$ cat config.mk
export PLATFORM = sky130hd
export DESIGN_NAME = watermark_backpressure_admission
export DESIGN_NICKNAME = d
export VERILOG_FILES = /design/src/wba_pkg.sv /design/src/wba_csr.sv /design/src/wba_front.sv /design/src/wba_queue.sv /design/src/wba_back.sv /design/src/watermark_backpressure_admission.sv
export SDC_FILE = /design/constraint.sdc
export NUM_CORES = 1
export LEC_CHECK = 0
export ABC_AREA = 1
export ABC_CLOCK_PERIOD_IN_PS = 4500
export BUFFER_PORTS_ARGS = -buffer_cell sky130_fd_sc_hd__clkbuf_2
export CAP_MARGIN = 30
export CORE_UTILIZATION = 40
export DETAILED_ROUTE_END_ITERATION = 6
export PLACE_DENSITY = 0.65
export SETUP_SLACK_MARGIN = 0.5
export SYNTH_ARGS = -nofsm -noshare
export SYNTH_HDL_FRONTEND = slang
export SYNTH_SLANG_ARGS = --single-unit
$ cat constraint.sdc
create_clock -name clock -period 4.5 [get_ports clock]
set_input_delay 0.45 -clock clock [delete_from_list [all_inputs] [get_ports clock]]
set_output_delay 0.45 -clock clock [all_outputs]
set_load 0.1 [all_outputs]
$ cat src/wba_pkg.sv
// Shared types and constants for the watermark backpressure admission block.
package wba_pkg;

   typedef enum logic [1:0] {
      OP_SEND    = 2'd0,
      OP_RELEASE = 2'd1,
      OP_QUERY   = 2'd2,
      OP_CLEAR   = 2'd3
   } op_type;

   typedef enum logic [2:0] {
      POL_DROP   = 3'd0,
      POL_BUFFER = 3'd1,
      POL_BLOCK  = 3'd2,
      POL_FAIL   = 3'd3,
      POL_SIGNAL = 3'd4
   } policy_type;

   typedef enum logic [1:0] {
      ST_SUCCESS     = 2'd0,
      ST_DROPPED     = 2'd1,
      ST_BUFFER_FULL = 2'd2,
      ST_WOULD_BLOCK = 2'd3
   } status_type;

   typedef enum logic [2:0] {
      REG_STRATEGY   = 3'd0,
      REG_MAX_BYTES  = 3'd1,
      REG_MAX_MSGS   = 3'd2,
      REG_HIGH_BYTES = 3'd3,
      REG_HIGH_MSGS  = 3'd4,
      REG_LOW_BYTES  = 3'd5,
      REG_LOW_MSGS   = 3'd6
   } reg_idx_type;

   localparam int unsigned BYTES_W = 32;
   localparam int unsigned MSGS_W  = 16;
   localparam int unsigned SIZE_W  = 24;
   localparam int unsigned ADDR_W  = 5;

   localparam logic [2:0]         RST_STRATEGY   = 3'd0;
   localparam logic [BYTES_W-1:0] RST_MAX_BYTES  = 32'd1048576;
   localparam logic [MSGS_W-1:0]  RST_MAX_MSGS   = 16'd1024;
   localparam logic [BYTES_W-1:0] RST_HIGH_BYTES = 32'd786432;
   localparam logic [MSGS_W-1:0]  RST_HIGH_MSGS  = 16'd768;
   localparam logic [BYTES_W-1:0] RST_LOW_BYTES  = 32'd262144;
   localparam logic [MSGS_W-1:0]  RST_LOW_MSGS   = 16'd256;

   typedef struct packed {
      logic [BYTES_W-1:0] max_bytes;
      logic [MSGS_W-1:0]  max_msgs;
      logic [BYTES_W-1:0] high_bytes;
      logic [MSGS_W-1:0]  high_msgs;
      logic [BYTES_W-1:0] low_bytes;
      logic [MSGS_W-1:0]  low_msgs;
   } cfg_type;

   typedef struct packed {
      op_type            op;
      policy_type        policy;
      logic [SIZE_W-1:0] msg_size;
   } item_type;

endpackage

$ cat src/wba_csr.sv
// Configuration register file with an APB-style access port.
module wba_csr (
   input  logic                        clock,
   input  logic                        reset,
   input  logic                        psel,
   input  logic                        penable,
   input  logic                        pwrite,
   input  logic [wba_pkg::ADDR_W-1:0]  paddr,
   input  logic [31:0]                 pwdata,
   output logic [31:0]                 prdata,
   output logic                        pready,
   output logic [2:0]                  strategy,
   output wba_pkg::cfg_type            cfg
);
   import wba_pkg::*;

   logic [2:0]         strategy_ff, strategy_in;
   cfg_type            cfg_ff, cfg_in;
   reg_idx_type        idx;
   logic               wr_en;

   assign pready = 1'b1;
   assign idx    = reg_idx_type'(paddr[4:2]);
   assign wr_en  = psel & penable & pwrite & pready;

   always_comb begin
      strategy_in = strategy_ff;
      cfg_in      = cfg_ff;
      if (wr_en) begin
         unique case (idx)
            REG_STRATEGY:   strategy_in        = pwdata[2:0];
            REG_MAX_BYTES:  cfg_in.max_bytes   = pwdata;
            REG_MAX_MSGS:   cfg_in.max_msgs    = pwdata[MSGS_W-1:0];
            REG_HIGH_BYTES: cfg_in.high_bytes  = pwdata;
            REG_HIGH_MSGS:  cfg_in.high_msgs   = pwdata[MSGS_W-1:0];
            REG_LOW_BYTES:  cfg_in.low_bytes   = pwdata;
            REG_LOW_MSGS:   cfg_in.low_msgs    = pwdata[MSGS_W-1:0];
            default: ;
         endcase
      end
   end

   always_comb begin
      unique case (idx)
         REG_STRATEGY:   prdata = {29'd0, strategy_ff};
         REG_MAX_BYTES:  prdata = cfg_ff.max_bytes;
         REG_MAX_MSGS:   prdata = {16'd0, cfg_ff.max_msgs};
         REG_HIGH_BYTES: prdata = cfg_ff.high_bytes;
         REG_HIGH_MSGS:  prdata = {16'd0, cfg_ff.high_msgs};
         REG_LOW_BYTES:  prdata = cfg_ff.low_bytes;
         REG_LOW_MSGS:   prdata = {16'd0, cfg_ff.low_msgs};
         default:        prdata = 32'd0;
      endcase
   end

   always_ff @(posedge clock) begin
      if (reset) begin
         strategy_ff       <= RST_STRATEGY;
         cfg_ff.max_bytes  <= RST_MAX_BYTES;
         cfg_ff.max_msgs   <= RST_MAX_MSGS;
         cfg_ff.high_bytes <= RST_HIGH_BYTES;
         cfg_ff.high_msgs  <= RST_HIGH_MSGS;
         cfg_ff.low_bytes  <= RST_LOW_BYTES;
         cfg_ff.low_msgs   <= RST_LOW_MSGS;
      end else begin
         strategy_ff <= strategy_in;
         cfg_ff      <= cfg_in;
      end
   end

   assign strategy = strategy_ff;
   assign cfg      = cfg_ff;

endmodule

$ cat src/wba_front.sv
// Front end: decodes each request and resolves the overflow policy.
module wba_front (
   input  logic [1:0]                  req_func,
   input  logic [wba_pkg::SIZE_W-1:0]  req_msg_size,
   input  logic [2:0]                  strategy,
   output wba_pkg::item_type           item
);
   import wba_pkg::*;

   policy_type policy;

   // Undefined strategy codes behave like the buffer policy.
   always_comb begin
      unique case (policy_type'(strategy))
         POL_DROP:   policy = POL_DROP;
         POL_BUFFER: policy = POL_BUFFER;
         POL_BLOCK:  policy = POL_BLOCK;
         POL_FAIL:   policy = POL_FAIL;
         POL_SIGNAL: policy = POL_SIGNAL;
         default:    policy = POL_BUFFER;
      endcase
   end

   always_comb begin
      item.op       = op_type'(req_func);
      item.policy   = policy;
      item.msg_size = req_msg_size;
   end

endmodule

$ cat src/wba_queue.sv
// Short FIFO that decouples the front end from the execution stage.
module wba_queue #(
   parameter int unsigned DEPTH = 2
) (
   input  logic               clock,
   input  logic               reset,
   input  logic               push,
   input  wba_pkg::item_type  push_item,
   output logic               full,
   input  logic               pop,
   output logic               not_empty,
   output wba_pkg::item_type  head_item
);
   import wba_pkg::*;

   localparam int unsigned PTR_W = (DEPTH > 1) ? $clog2(DEPTH) : 1;
   localparam int unsigned CNT_W = $clog2(DEPTH + 1);
   localparam logic [PTR_W-1:0] LAST_PTR = PTR_W'(DEPTH - 1);
   localparam logic [CNT_W-1:0] FULL_CNT = CNT_W'(DEPTH);

   item_type          entry_ff [DEPTH];
   logic [PTR_W-1:0]  wr_ptr_ff, wr_ptr_in;
   logic [PTR_W-1:0]  rd_ptr_ff, rd_ptr_in;
   logic [CNT_W-1:0]  count_ff, count_in;

   assign full      = (count_ff == FULL_CNT);
   assign not_empty = (count_ff != '0);
   assign head_item = entry_ff[rd_ptr_ff];

   always_comb begin
      wr_ptr_in = wr_ptr_ff;
      rd_ptr_in = rd_ptr_ff;
      count_in  = count_ff;
      if (push) begin
         wr_ptr_in = (wr_ptr_ff == LAST_PTR) ? '0 : wr_ptr_ff + 1'b1;
      end
      if (pop) begin
         rd_ptr_in = (rd_ptr_ff == LAST_PTR) ? '0 : rd_ptr_ff + 1'b1;
      end
      if (push && !pop) begin
         count_in = count_ff + 1'b1;
      end else if (pop && !push) begin
         count_in = count_ff - 1'b1;
      end
   end

   always_ff @(posedge clock) begin
      if (reset) begin
         wr_ptr_ff <= '0;
         rd_ptr_ff <= '0;
         count_ff  <= '0;
      end else begin
         wr_ptr_ff <= wr_ptr_in;
         rd_ptr_ff <= rd_ptr_in;
         count_ff  <= count_in;
      end
   end

   always_ff @(posedge clock) begin
      if (push) begin
         entry_ff[wr_ptr_ff] <= push_item;
      end
   end

   assert property (@(posedge clock) disable iff (reset) count_ff <= FULL_CNT)
      else $error("queue occupancy exceeds its depth");
   assert property (@(posedge clock) disable iff (reset) !(pop && !not_empty))
      else $error("queue popped while empty");
   assert property (@(posedge clock) disable iff (reset) !(push && full))
      else $error("queue pushed while full");

endmodule

$ cat src/wba_back.sv
// Execution stage: pending counters, watermark flag and the result register.
module wba_back (
   input  logic                         clock,
   input  logic                         reset,
   input  wba_pkg::cfg_type             cfg,
   input  logic                         item_valid,
   input  wba_pkg::item_type            item,
   output logic                         item_pop,
   output logic                         rsp_valid,
   input  logic                         rsp_stall,
   output logic [1:0]                   rsp_status,
   output logic                         rsp_can_send,
   output logic                         rsp_high_event,
   output logic                         rsp_low_event,
   output logic                         rsp_wake_waiters,
   output logic                         rsp_high_flag,
   output logic [wba_pkg::BYTES_W-1:0]  rsp_pending_bytes_out,
   output logic [wba_pkg::MSGS_W-1:0]   rsp_pending_msgs_out
);
   import wba_pkg::*;

   logic [BYTES_W-1:0] bytes_ff, bytes_in;
   logic [MSGS_W-1:0]  msgs_ff, msgs_in;
   logic               flag_ff, flag_in;

   logic               out_valid_ff, out_valid_in;
   status_type         status_ff, status_in;
   logic               can_ff, can_in;
   logic               hev_ff, hev_in;
   logic               lev_ff, lev_in;
   logic               wake_ff, wake_in;

   logic [BYTES_W:0]   sum_b;
   logic [MSGS_W:0]    msgs_p1;
   logic [BYTES_W-1:0] size_w;
   logic [BYTES_W-1:0] adm_bytes;
   logic [MSGS_W-1:0]  adm_msgs;
   logic               fits_max, fits_high, at_high, adm_high, adm_low;
   logic [BYTES_W-1:0] rel_bytes;
   logic [MSGS_W-1:0]  rel_msgs;
   logic               fire, admit;

   assign fire     = item_valid && (!out_valid_ff || !rsp_stall);
   assign item_pop = fire;

   assign size_w    = {{(BYTES_W-SIZE_W){1'b0}}, item.msg_size};
   assign sum_b     = {1'b0, bytes_ff} + {1'b0, size_w};
   assign msgs_p1   = {1'b0, msgs_ff} + {{MSGS_W{1'b0}}, 1'b1};
   assign fits_max  = (sum_b <= {1'b0, cfg.max_bytes}) && (msgs_p1 <= {1'b0, cfg.max_msgs});
   assign fits_high = (sum_b <= {1'b0, cfg.high_bytes}) && (msgs_p1 <= {1'b0, cfg.high_msgs});
   assign at_high   = (msgs_ff >= cfg.high_msgs) || (bytes_ff >= cfg.high_bytes);

   // Both counters saturate at their maximum on admission.
   assign adm_bytes = sum_b[BYTES_W] ? '1 : sum_b[BYTES_W-1:0];
   assign adm_msgs  = msgs_p1[MSGS_W] ? msgs_ff : msgs_p1[MSGS_W-1:0];
   assign adm_high  = (adm_msgs >= cfg.high_msgs) || (adm_bytes >= cfg.high_bytes);
   assign adm_low   = (adm_msgs <= cfg.low_msgs) && (adm_bytes <= cfg.low_bytes);

   assign rel_bytes = (bytes_ff >= size_w) ? bytes_ff - size_w : '0;
   assign rel_msgs  = (msgs_ff != '0) ? msgs_ff - 1'b1 : msgs_ff;

   always_comb begin
      bytes_in  = bytes_ff;
      msgs_in   = msgs_ff;
      flag_in   = flag_ff;
      status_in = status_ff;
      can_in    = can_ff;
      hev_in    = hev_ff;
      lev_in    = lev_ff;
      wake_in   = wake_ff;
      admit     = 1'b0;
      out_valid_in = fire || (out_valid_ff && rsp_stall);

      if (fire) begin
         status_in = ST_SUCCESS;
         can_in    = 1'b0;
         hev_in    = 1'b0;
         lev_in    = 1'b0;
         wake_in   = 1'b0;
         unique case (item.op)
            OP_SEND: begin
               if (fits_max) begin
                  admit = 1'b1;
               end else begin
                  unique case (item.policy)
                     POL_DROP: status_in = ST_DROPPED;
                     POL_FAIL: status_in = ST_BUFFER_FULL;
                     POL_SIGNAL: begin
                        status_in = ST_BUFFER_FULL;
                        flag_in   = 1'b1;
                        hev_in    = !flag_ff;
                     end
                     POL_BLOCK: begin
                        if (at_high) begin
                           status_in = ST_WOULD_BLOCK;
                        end else begin
                           admit = 1'b1;
                        end
                     end
                     default: admit = 1'b1;
                  endcase
               end
               if (admit) begin
                  bytes_in = adm_bytes;
                  msgs_in  = adm_msgs;
                  if (adm_high && !flag_ff) begin
                     flag_in = 1'b1;
                     hev_in  = 1'b1;
                  end else if (adm_low && flag_ff) begin
                     flag_in = 1'b0;
                     lev_in  = 1'b1;
                  end
               end
            end
            OP_RELEASE: begin
               bytes_in = rel_bytes;
               msgs_in  = rel_msgs;
               wake_in  = (bytes_ff >= cfg.high_bytes) && (rel_bytes <= cfg.low_bytes);
            end
            OP_QUERY: begin
               unique case (item.policy)
                  POL_DROP:   can_in = fits_max;
                  POL_FAIL:   can_in = fits_high;
                  POL_SIGNAL: can_in = fits_high;
                  default:    can_in = 1'b1;
               endcase
            end
            OP_CLEAR: begin
               bytes_in = '0;
               msgs_in  = '0;
               flag_in  = 1'b0;
            end
            default: ;
         endcase
      end
   end

   always_ff @(posedge clock) begin
      if (reset) begin
         bytes_ff     <= '0;
         msgs_ff      <= '0;
         flag_ff      <= 1'b0;
         out_valid_ff <= 1'b0;
      end else begin
         bytes_ff     <= bytes_in;
         msgs_ff      <= msgs_in;
         flag_ff      <= flag_in;
         out_valid_ff <= out_valid_in;
      end
   end

   always_ff @(posedge clock) begin
      status_ff <= status_in;
      can_ff    <= can_in;
      hev_ff    <= hev_in;
      lev_ff    <= lev_in;
      wake_ff   <= wake_in;
   end

   // The counters and flag reflect every transaction executed so far, including the one held in the result register.
   assign rsp_valid             = out_valid_ff;
   assign rsp_status            = status_ff;
   assign rsp_can_send          = can_ff;
   assign rsp_high_event        = hev_ff;
   assign rsp_low_event         = lev_ff;
   assign rsp_wake_waiters      = wake_ff;
   assign rsp_high_flag         = flag_ff;
   assign rsp_pending_bytes_out = bytes_ff;
   assign rsp_pending_msgs_out  = msgs_ff;

   assert property (@(posedge clock) disable iff (reset)
      $past(reset) |-> (bytes_ff == '0 && msgs_ff == '0 && !flag_ff))
      else $error("state not cleared by reset");
   assert property (@(posedge clock) disable iff (reset)
      rsp_valid && rsp_high_event |-> rsp_high_flag && !rsp_low_event)
      else $error("high event without the flag set");
   assert property (@(posedge clock) disable iff (reset)
      rsp_valid && rsp_low_event |-> !rsp_high_flag)
      else $error("low event with the flag still set");

endmodule

$ cat src/watermark_backpressure_admission.sv
// Path: an accepted transaction is queued, then executed into the result register.
// Throughput: one transaction per cycle while req_stall is low; the execution stage
// counter update is a combinational add and compare; a two-entry queue absorbs stalls.
// Reset: synchronous; clears pending counts, the watermark flag, the queue and the
// result valid, and loads every configuration register with its reset value.
module watermark_backpressure_admission #(
   parameter int unsigned QUEUE_DEPTH = 2
) (
   input  logic                         clock,
   input  logic                         reset,
   input  logic                         req_valid,
   output logic                         req_stall,
   input  logic [1:0]                   req_func,
   input  logic [wba_pkg::SIZE_W-1:0]   req_msg_size,
   output logic                         rsp_valid,
   input  logic                         rsp_stall,
   output logic [1:0]                   rsp_status,
   output logic                         rsp_can_send,
   output logic                         rsp_high_event,
   output logic                         rsp_low_event,
   output logic                         rsp_wake_waiters,
   output logic                         rsp_high_flag,
   output logic [wba_pkg::BYTES_W-1:0]  rsp_pending_bytes_out,
   output logic [wba_pkg::MSGS_W-1:0]   rsp_pending_msgs_out,
   input  logic                         psel,
   input  logic                         penable,
   input  logic                         pwrite,
   input  logic [wba_pkg::ADDR_W-1:0]   paddr,
   input  logic [31:0]                  pwdata,
   output logic [31:0]                  prdata,
   output logic                         pready
);
   import wba_pkg::*;

   logic [2:0] strategy;
   cfg_type    cfg;
   item_type   front_item;
   item_type   head_item;
   logic       q_full;
   logic       q_not_empty;
   logic       q_pop;
   logic       q_push;

   assign req_stall = q_full;
   assign q_push    = req_valid && !q_full;

   wba_csr u_csr (
      .clock    (clock),
      .reset    (reset),
      .psel     (psel),
      .penable  (penable),
      .pwrite   (pwrite),
      .paddr    (paddr),
      .pwdata   (pwdata),
      .prdata   (prdata),
      .pready   (pready),
      .strategy (strategy),
      .cfg      (cfg)
   );

   wba_front u_front (
      .req_func     (req_func),
      .req_msg_size (req_msg_size),
      .strategy     (strategy),
      .item         (front_item)
   );

   wba_queue #(
      .DEPTH (QUEUE_DEPTH)
   ) u_queue (
      .clock     (clock),
      .reset     (reset),
      .push      (q_push),
      .push_item (front_item),
      .full      (q_full),
      .pop       (q_pop),
      .not_empty (q_not_empty),
      .head_item (head_item)
   );

   wba_back u_back (
      .clock                 (clock),
      .reset                 (reset),
      .cfg                   (cfg),
      .item_valid            (q_not_empty),
      .item                  (head_item),
      .item_pop              (q_pop),
      .rsp_valid             (rsp_valid),
      .rsp_stall             (rsp_stall),
      .rsp_status            (rsp_status),
      .rsp_can_send          (rsp_can_send),
      .rsp_high_event        (rsp_high_event),
      .rsp_low_event         (rsp_low_event),
      .rsp_wake_waiters      (rsp_wake_waiters),
      .rsp_high_flag         (rsp_high_flag),
      .rsp_pending_bytes_out (rsp_pending_bytes_out),
      .rsp_pending_msgs_out  (rsp_pending_msgs_out)
   );

endmodule
=== Word-level counts from Yosys, hierarchy flattened ===
Memories as Yosys holds them, arrays and structs flattened. A register that Yosys moved wholly into a read port is not among the register bits.
Index checks and enable logic that the tools add are counted.

* Register bits: 207
* Memory bits (writable): 58
* Bits of input ports: 70
* Output and inout port bits: 90
* Memories kept: 1

* Add/sub/neg operators: 8
* Magnitude comparators: 12
* Equality and inequality tests: 18
* Multiplexer cells: 37
* Bitwise gates (word level): 4
* Reduce and logical (&&, ||, !) cells: 44

{| class="wikitable"
|+ Memory list
! memory !! depth !! bits a word !! rd ports !! clocked after Yosys merged registers in !! wr ports !! line !! RTL
|-
| u_queue.entry_ff || 2 || 29 || 1 || 1 || 1 || wba_queue.sv:21 || <nowiki>item_type entry_ff [DEPTH];</nowiki>
|}

{| class="wikitable"
|+ Operators with widths
! kind !! number
|-
| $pmux 32 s7 || 1
|-
| $mux 32 || 3
|-
| $pmux 32 s3 || 1
|-
| $le 33x32->1 || 2
|-
| $ge 32x32->1 || 2
|-
| $le 32x32->1 || 2
|-
| $mux 16 || 3
|-
| $pmux 16 s3 || 1
|-
| $le 17x16->1 || 2
|-
| $add 32x24->33 || 1
|-
| $ge 16x16->1 || 2
|-
| $ge 32x24->1 || 1
|-
| $sub 32x24->32 || 1
|-
| $mux 1 || 20
|-
| $eq 3x2->1 const B || 6
|-
| $add 16x1->17 const B || 1
|-
| $le 16x16->1 || 1
|-
| $reduce_and 2->1 || 8
|-
| $reduce_bool 16->1 || 1
|-
| $sub 16x1->16 const B || 1
|-
| $eq 3x3->1 const B || 5
|-
| $pmux 3 s4 || 1
|-
| $logic_and 1x1->1 || 11
|-
| $logic_not 3->1 || 3
|-
| 21 further kinds || 43
|}

=== Longest topological paths before layout ===
Gate-level depths: netlist of the first run.

* Depth in word-level cells: 9
* Depth in mapped cells: 38
* Mapped depth without buffers: 36

=== Hierarchy ===
From an unflattened synthesis of the first run, not the netlist that was laid out.

* Cells, all modules: 3,494
* Area total of the unflattened synthesis: 23,490.0 um^2

{| class="wikitable"
|+ By module, submodules not included
! module !! instances !! cells each !! area each (um^2)
|-
| wba_back || 1 || 2,204 || 13,725.7
|-
| wba_csr || 1 || 1,132 || 7,173.1
|-
| wba_queue || 1 || 123 || 2,359.8
|-
| wba_front || 1 || 33 || 221.5
|-
| watermark_backpressure_admission || 1 || 2 || 10.0
|}

=== Least setup slack after synthesis of the first run ===
No wires, ideal clock.

* Path type: reg-to-reg
* Start point: reg u_back.bytes_ff[2] (netlist: u_back.rsp_pending_bytes_out[2])
* End point: reg u_back.bytes_ff[17] (netlist: u_back.rsp_pending_bytes_out[17])
* Library setup time: 0.117 ns
* Arrival time: 4.262 ns
* Slack: 0.121 ns
* Cell stages (with the launch flop): 31
* Buffers on the path: 2
* Clock period less this slack: 4.379 ns
* Cells stage by stage: dfxtp_1 -> ha_1 -> inv_1 -> nand2_1 -> o21ai_0 -> nand2_1 -> nand2_1 -> a21oi_1 -> o21ai_0 -> nand2_1 -> nand2_1 -> xor2_1 -> inv_1 -> ha_1 -> nand2_1 -> nor2_1 -> nand2_1 -> inv_1 -> nand2_1 -> nand2_1 -> nand3_1 -> nand2_1 -> nand2_1 -> nand2_2 -> nand3_2 -> nand2_4 -> inv_4 -> buf_6 -> buf_8 -> o21ai_1 -> nor2_1

* Longest elaborated chain between the ends: 9
* Elaborated cells between the ends (all ways): 18

{| class="wikitable"
|+ RTL lines
! item !! line !! RTL
|-
| start: declaration || wba_back.sv:22 || <nowiki>logic [BYTES_W-1:0] bytes_ff, bytes_in;</nowiki>
|-
| start signal: assignment || wba_back.sv:145 || <nowiki>bytes_ff <= bytes_in;</nowiki>
|-
| parallel branches: the longest is 9 deep, another holds $add 32x24->33 || -- ||
|}

Parallel ways; which one is timed is not known. The select of a mux whose other input is x is not followed.
A chain may end at the register's enable or synchronous reset.

==> impl_metrics.tcl, run 1 <==
set metrics [dict create \
    status "finished with violations" \
    violations "design-rule violations" \
    io_buffers 156 \
    clockBufferDepth 3 \
    seq_area_frac_synth 0.2747 \
    gp_congestion 0.9803 \
    track_usage 0.2700 \
    num_vias 22780 \
    die_h_um 235.0 \
    synth_edf_count 64 \
    drtIter0Drc 1790 \
    cap_violations 0 \
    power_density_nw_per_um2 864.0 \
    synthesis.area_sq_um 21720 \
    final_nets 3885 \
    rows 85 \
    grt_pass1_vias 20740 \
    synth_warnings 0 \
    final_area_sq_um 28510 \
    synth_most_common_cell "nand2_1" \
    p_comb_frac 0.754 \
    wirelength_um 78340 \
    crit_path_start_kind "flip-flop" \
    start_util 0.4044 \
    worst-r2r-setup-slack_ps 100 \
    dp_hpwl_um 60100 \
    final_core_util 0.5309 \
    grt_max_degree 104 \
    p_switching_mw 12.27 \
    timing.rr.end "u_back.rsp_pending_bytes_out[19]$_SDFFE_PP0P_" \
    area_growth_pct 31.28 \
    p_sw_frac 0.4981 \
    drive_gt1_frac 0.2662 \
    hold_violations 0 \
    overflow 0 \
    route.detailed.drc 2 \
    core_sq_um 53710 \
    ios 160 \
    setup_ws_ps 101.7 \
    root_buffer "clkbuf_16" \
    holdPathStages 1 \
    die_w_um 235.0 \
    cts_tree "yes" \
    ant_nets 0 \
    placed_area_sq_um 25360 \
    rr_worst_depth 29 \
    syn_inst 3050 \
    finalSetupViolCount 0 \
    cts_max_level 2 \
    synth_top_area_share 0.1895 \
    crit_end "u_back.rsp_pending_bytes_out[19]$_SDFFE_PP0P_" \
    hold_path_class "input pin to flip-flop" \
    grt_pass1_wl_um 116500 \
    place_ws_ps -211.2 \
    ys_types 62 \
    drt-wirelength-per-cell_um 18.63 \
    avgSynthCellArea_sq_um 7.122 \
    p_int_mw 12.37 \
    hold_buffers 0 \
    yosysTopAreaCell "ha_1" \
    rsz0062_at_grt "true" \
    clk-insertion-delay-late_ps 570 \
    antenna_found_initial 2 \
    p_seq_frac 0.125 \
    power_leakage_nw 13.20 \
    synth-async-reset-ratio 0 \
    tns_ps 0 \
    critical_path_class "flip-flop to flip-flop" \
    cts_made_buffers 35 \
    viasPerCell 5.416 \
    cts_num_sinks 266 \
    crit_top_cell "nand2_2" \
    ys_seq_elements 266 \
    clkSlewWorstSetupHoldPaths_ps 60 \
    first_pass_iters 7 \
    critPathSlowestCell "dfxtp_4" \
    max-vdd-ir-drop_mv 0.5071 \
    cp_slowest_stage_delay_ps 460 \
    cp.required_ps 4980 \
    synth_commonest_cells "nand2_1 (529), inv_1 (411), ha_1 (329)" \
    synth_ff_type "dfxtp_1" \
    max_freq_mhz 227.4 \
    fin_crit_ps 4398 \
    maxSlewHeadroom 0.3854 \
    report.final.slew_viol_count 0 \
    end_kind "flip-flop" \
    syn-num-nets 3451 \
    dieArea_sq_um 55240 \
    worst_slew_pin_slew_ps 920.9 \
    cp.arrival_ps 4880 \
    min_period_over_period 0.9774 \
    clockPowerShare 0.120 \
    synthTopCellsByArea "ha_1 (19%), dfxtp_1 (19%), nand2_1 (9.1%)" \
    cp_max_fo 8 \
    fin_skew_ps 21.09 \
]
power by group through the flow:
stage	Sequential [mW]	Combinational [mW]	Clock, mW
after floorplan	4.15	8.77	0
after global placement	3.09	15.6	0
after detailed placement	3.08	15.8	0
after CTS	3.05	16.6	3.00
after global routing	3.12	20.3	3.08
final	3.09	18.6	2.97
registers in the layout, indices dropped and copies added (netlist names), named ones only:
name / flops
u_queue.rd_ptr_ff: 1
u_back.rsp_low_event: 1
u_back.rsp_high_flag: 1
u_back.rsp_high_event: 1
u_back.rsp_can_send: 1
u_queue.count_ff: 2
u_back.rsp_pending_msgs_out: 16
u_back.rsp_status: 2
u_queue.entry_ff: 58
u_queue.wr_ptr_ff: 1
u_csr.strategy: 3
u_back.rsp_pending_bytes_out: 32
u_back.rsp_valid: 1
u_csr.cfg: 144
u_back.rsp_wake_waiters: 1
area by class of cell:
| cell class | count | area [sq um] |
|---|---|---|
| inverters | 430 | 1639 |
| multi-input cells | 2242 | 14990 |
| flip-flops and latches | 266 | 6003 |
| diodes | 2 | 5.005 |
| fillers | 5108 | 25190 |
| well taps | 696 | 870.8 |
| clock buffers | 41 | 938.4 |
| repair buffers | 509 | 3812 |
| clock inverters | 20 | 257.7 |
kinds of logic (layout without fill, tap and decap cells):
group,after synthesis,in the layout,share of synthesized area
buf+inv,543,1000,0.09781
flops,266,266,0.2747
mux,2,2,0.0009792
other cells,1,3,0.0001726
fa+ha+maj,331,331,0.1914
xor+xnor,52,52,0.02097
compound gates,790,790,0.2055
simple gates,1065,1066,0.2085
critical path, delay by kind of cell, from the launching register on:
kind	cells	cell delay (ps)
and+or+nand+nor	12	1120
buffers and inverters	7	790
adders and majority gates	3	760
AOI/OAI and AO/OA	5	630
DFF	1	460
muxes	1	340
xor gates and xnor gates	1	160
layer usage:
| layer | share of wire | vias to the layer above | global-route usage |
|---|---|---|---|
| li1 | - | 11260 | - |
| met1 | 0.45 | 10530 | 0.3732 |
| met2 | 0.45 | 821 | 0.4348 |
| met3 | 0.064 | 169 | 0.02925 |
| met4 | 0.038 | 0 | 0.09470 |
| met5 | 0 | - | 0 |
through the flow:
step / hold slack [ps] / cells / total power [mW]
2_1_floorplan: 418.2 / 3050 / 12.92
3_3_place_gp: 435.5 / 4095 / 18.72
3_5_place_dp: 452.8 / 4095 / 18.87
4_1_cts: 58.64 / 4174 / 22.65
5_1_grt: 71.34 / 4206 / 26.51
6_report: 77.73 / 4206 / 24.64
layout by cell type (no fill, tap or decap), types with 45 or more instances in the layout:
cell      netlist  routed
o21ai_2         1      46
ha_1          329     303
edfxtp_1       64      64
o21ai_0       291     227
nand2_1       529     479
buf_4           4     319
nor2_1        283     249
inv_1         411     380
dfxtp_1       202     174
nand2_2         5      45
a21oi_1       325     297
clkbuf_2        0     156
nand4_1        50      50
nand3_1        84      74
worst min-delay path by stage:
stage                              startpoint                                 to
2_1_floorplan  u_queue.rd_ptr_ff$_SDFFE_PP0P_                          flip-flop
3_3_place_gp   u_queue.rd_ptr_ff$_SDFFE_PP0P_     u_queue.rd_ptr_ff$_SDFFE_PP0P_
3_5_place_dp   u_queue.rd_ptr_ff$_SDFFE_PP0P_     u_queue.rd_ptr_ff$_SDFFE_PP0P_
4_1_cts                       req_msg_size[6]   u_queue.entry_ff[0][6]$_DFFE_PP_
5_1_grt                       req_msg_size[6]   u_queue.entry_ff[0][6]$_DFFE_PP_
6_report                     req_msg_size[22]  u_queue.entry_ff[0][22]$_DFFE_PP_
what timing repair did:
item | 4_1_cts | 5_1_grt
gates cloned | 3 | 9
pin swaps | 31 | 100
endpoints found under the setup margin | 55 | 55
buffers inserted | 15 | 21
resized for setup | 126 | 264
Note: power is estimated with default switching activity, not from simulation.
==> inputs of run 2 (changes only) <==
--- a/config.mk
+++ b/config.mk
@@ -9,6 +9,7 @@
 export ABC_CLOCK_PERIOD_IN_PS = 4500
 export BUFFER_PORTS_ARGS = -buffer_cell sky130_fd_sc_hd__clkbuf_2
 export CAP_MARGIN = 30
+export CORE_MARGIN = 8
 export CORE_UTILIZATION = 40
 export DETAILED_ROUTE_END_ITERATION = 6
 export PLACE_DENSITY = 0.65
==> run 2 against run 1 <==
  * The run ends with negative setup slack left
  * Sequential power about the same
  * Final area grew 5.2%
  * Non-clock buffer count up 44
  * Clock-buffer cell count unchanged
  * Critical path type unchanged
  * Clock skew grew 9.1 ps
  * Die area increased by 12%
  * Clock power shrank 5%
  * Via count increased by 3.7%
  * First-iteration DRC count increased by 15%
  * Highest routed layer unchanged
  * Worst setup slack worse by 170 ps
==> impl_metrics.tcl, run 2 (synthesized netlist as in run 1, its figures left out) <==
set metrics [dict create \
    whs_ps 86.13 \
    die_h_um 249.0 \
    timing.rr.end "u_back.rsp_pending_msgs_out[8]$_SDFFE_PP0P_" \
    grt_pass1_wl_um 126400 \
    dieArea_sq_um 62020 \
    clockBufferDepth 3 \
    hp-start "req_msg_size[8]" \
    ios 160 \
    largest_reg_flops 144 \
    crit_path_start_kind "flip-flop" \
    hold-path-endpoint "u_queue.entry_ff[0][8]$_DFFE_PP_" \
    cp.required_ps 4970 \
    num_vias 23630 \
    antenna_found_initial 1 \
    die_w_um 249.0 \
    max-vdd-ir-drop_mv 0.5593 \
    io_buffers 156 \
    area_growth_pct 38.04 \
    hold_buffers 0 \
    ant_nets 0 \
    violations "negative setup slack" \
    final_nets 3929 \
    cp_max_fo 7 \
    fin_crit_ps 4564 \
    cts_made_buffers 34 \
    final_common_cell "nand2_1" \
    end_kind "flip-flop" \
    tns_ps -1001 \
    dp_hpwl_um 61430 \
    core_sq_um 53710 \
    start_util 0.4044 \
    power_leakage_nw 13.67 \
    critPathSlowestCell "dfxtp_4" \
    finalSetupViolCount 32 \
    drt-wirelength-per-cell_um 19.78 \
    place_ws_ps -438.9 \
    wirelength_um 84060 \
    cp_slowest_stage_delay_ps 370 \
    grt_max_degree 71 \
    max_freq_mhz 219.1 \
    first_pass_iters 6 \
    setup_ws_ps -64.44 \
    maxSlewHeadroom 0.4165 \
    clk-insertion-delay-late_ps 570 \
    fin_skew_ps 30.21 \
    drtIter0Drc 2067 \
    cp.arrival_ps 5040 \
    viasPerCell 5.560 \
    root_buffer "clkbuf_16" \
    final_cells 4249 \
    overflow 0 \
    clkSlewWorstSetupHoldPaths_ps 70 \
    cap_violations 0 \
    holdPathStages 1 \
    crit_top_cell "buf_6" \
    final_cell_mix "nand2_1 (441), inv_1 (383), buf_4 (343)" \
    rows 85 \
    route.detailed.drc 0 \
    cts_num_sinks 266 \
    hold_path_class "input pin to flip-flop" \
    power_density_nw_per_um2 881.2 \
    gp_congestion 0.9475 \
    hold_violations 0 \
    grt_pass1_vias 22490 \
    dp.cells 4099 \
    status "finished with violations" \
    track_usage 0.2542 \
    worst-r2r-setup-slack_ps -60 \
    report.final.slew_viol_count 0 \
    cts_tree "yes" \
    worst_slew_pin_slew_ps 874.2 \
    critical_path_class "flip-flop to flip-flop" \
    nFillCells 4815 \
    min_period_over_period 1.014 \
    drive_gt1_frac 0.3050 \
    design_power_total_mw 26.42 \
    cts_max_level 2 \
    rr_worst_depth 32 \
    rsz0062_at_grt "true" \
]
## run 2: cell count changes in the layout (fill, tap and decap cells not counted), sizes merged
| cell | before | now |
|---|---|---|
| clkinvlp | 4 | 3 |
| clkbuf | 204 | 196 |
| buf | 346 | 398 |
| inv | 429 | 433 |
| clkinv | 12 | 10 |
| bufinv | 5 | 3 |
## run 2: area by class of cell
class | instances | area (sq um) | share of cell area
Antenna cell | 2 | 5.005 | 0.0001669
Timing Repair Buffer | 553 | 4320 | 0.1441
Tap cell | 696 | 870.8 | 0.02904
Clock inverter | 18 | 211.5 | 0.007052
Multi-Input combinational cell | 2242 | 15980 | 0.5329
Inverter | 430 | 1655 | 0.05521
Clock buffer | 41 | 928.4 | 0.03096
Timing Repair inverter | 1 | 11.26 | 0.0003756
Sequential cell | 266 | 6003 | 0.2002
## run 2: per-layer routing
layer  routed length (um)  vias up  GRT usage
li1                     -    11320          -
met4                 3985        0     0.1007
met1                35440    11080     0.3296
met2                38300      997     0.4224
met5                    0        -          0
met3                 6326      232    0.03693
## run 2: how the worst max path moves through the flow
stage	cells after the start	slack (ps)	endpoint	from
2_1_floorplan	32	490	u_back.rsp_pending_bytes_out[17]$_SDFFE_PP0P_	flip-flop
3_3_place_gp	27	-330	u_back.rsp_high_flag$_SDFFE_PP0P_	flip-flop
3_5_place_dp	28	-440	u_back.rsp_high_flag$_SDFFE_PP0P_	flip-flop
4_1_cts	34	130	u_back.rsp_pending_msgs_out[13]$_SDFFE_PP0P_	flip-flop
5_1_grt	33	-240	u_back.rsp_pending_msgs_out[12]$_SDFFE_PP0P_	flip-flop
6_report	32	-60	u_back.rsp_pending_msgs_out[8]$_SDFFE_PP0P_	flip-flop
## run 2: power breakdown
group          total, mW  switching (mW)  internal, mW
clock network       2.83            1.17          1.67
logic               20.5            11.8          8.67
registers           3.11           0.334          2.77
## run 2: metrics by stage
step / utilization / area [sq um]
5_1_grt: 0.5582 / 29980
3_5_place_dp: 0.4727 / 25390
6_report: 0.5583 / 29980
2_1_floorplan: - / 21800
4_1_cts: 0.5439 / 29210
3_3_place_gp: 0.4727 / 25390
## run 2: repair_timing
item	4_1_cts	5_1_grt
setup buffers	62	13
gates cloned	13	1
hold endpoints to repair	0	0
endpoints found under the setup margin	55	55
pin swaps	145	84
resized for setup	451	153
## run 2: critical path, delay by kind of cell, from the launching register on
family | cells | cell delay [ps]
AO/OA/AOI/OAI | 5 | 750
adder cells (fa/ha/maj) | 2 | 480
buffers and inverters | 11 | 1330
AND/OR/NAND/NOR | 13 | 1300
flip-flops | 1 | 370
XOR/XNOR | 1 | 240
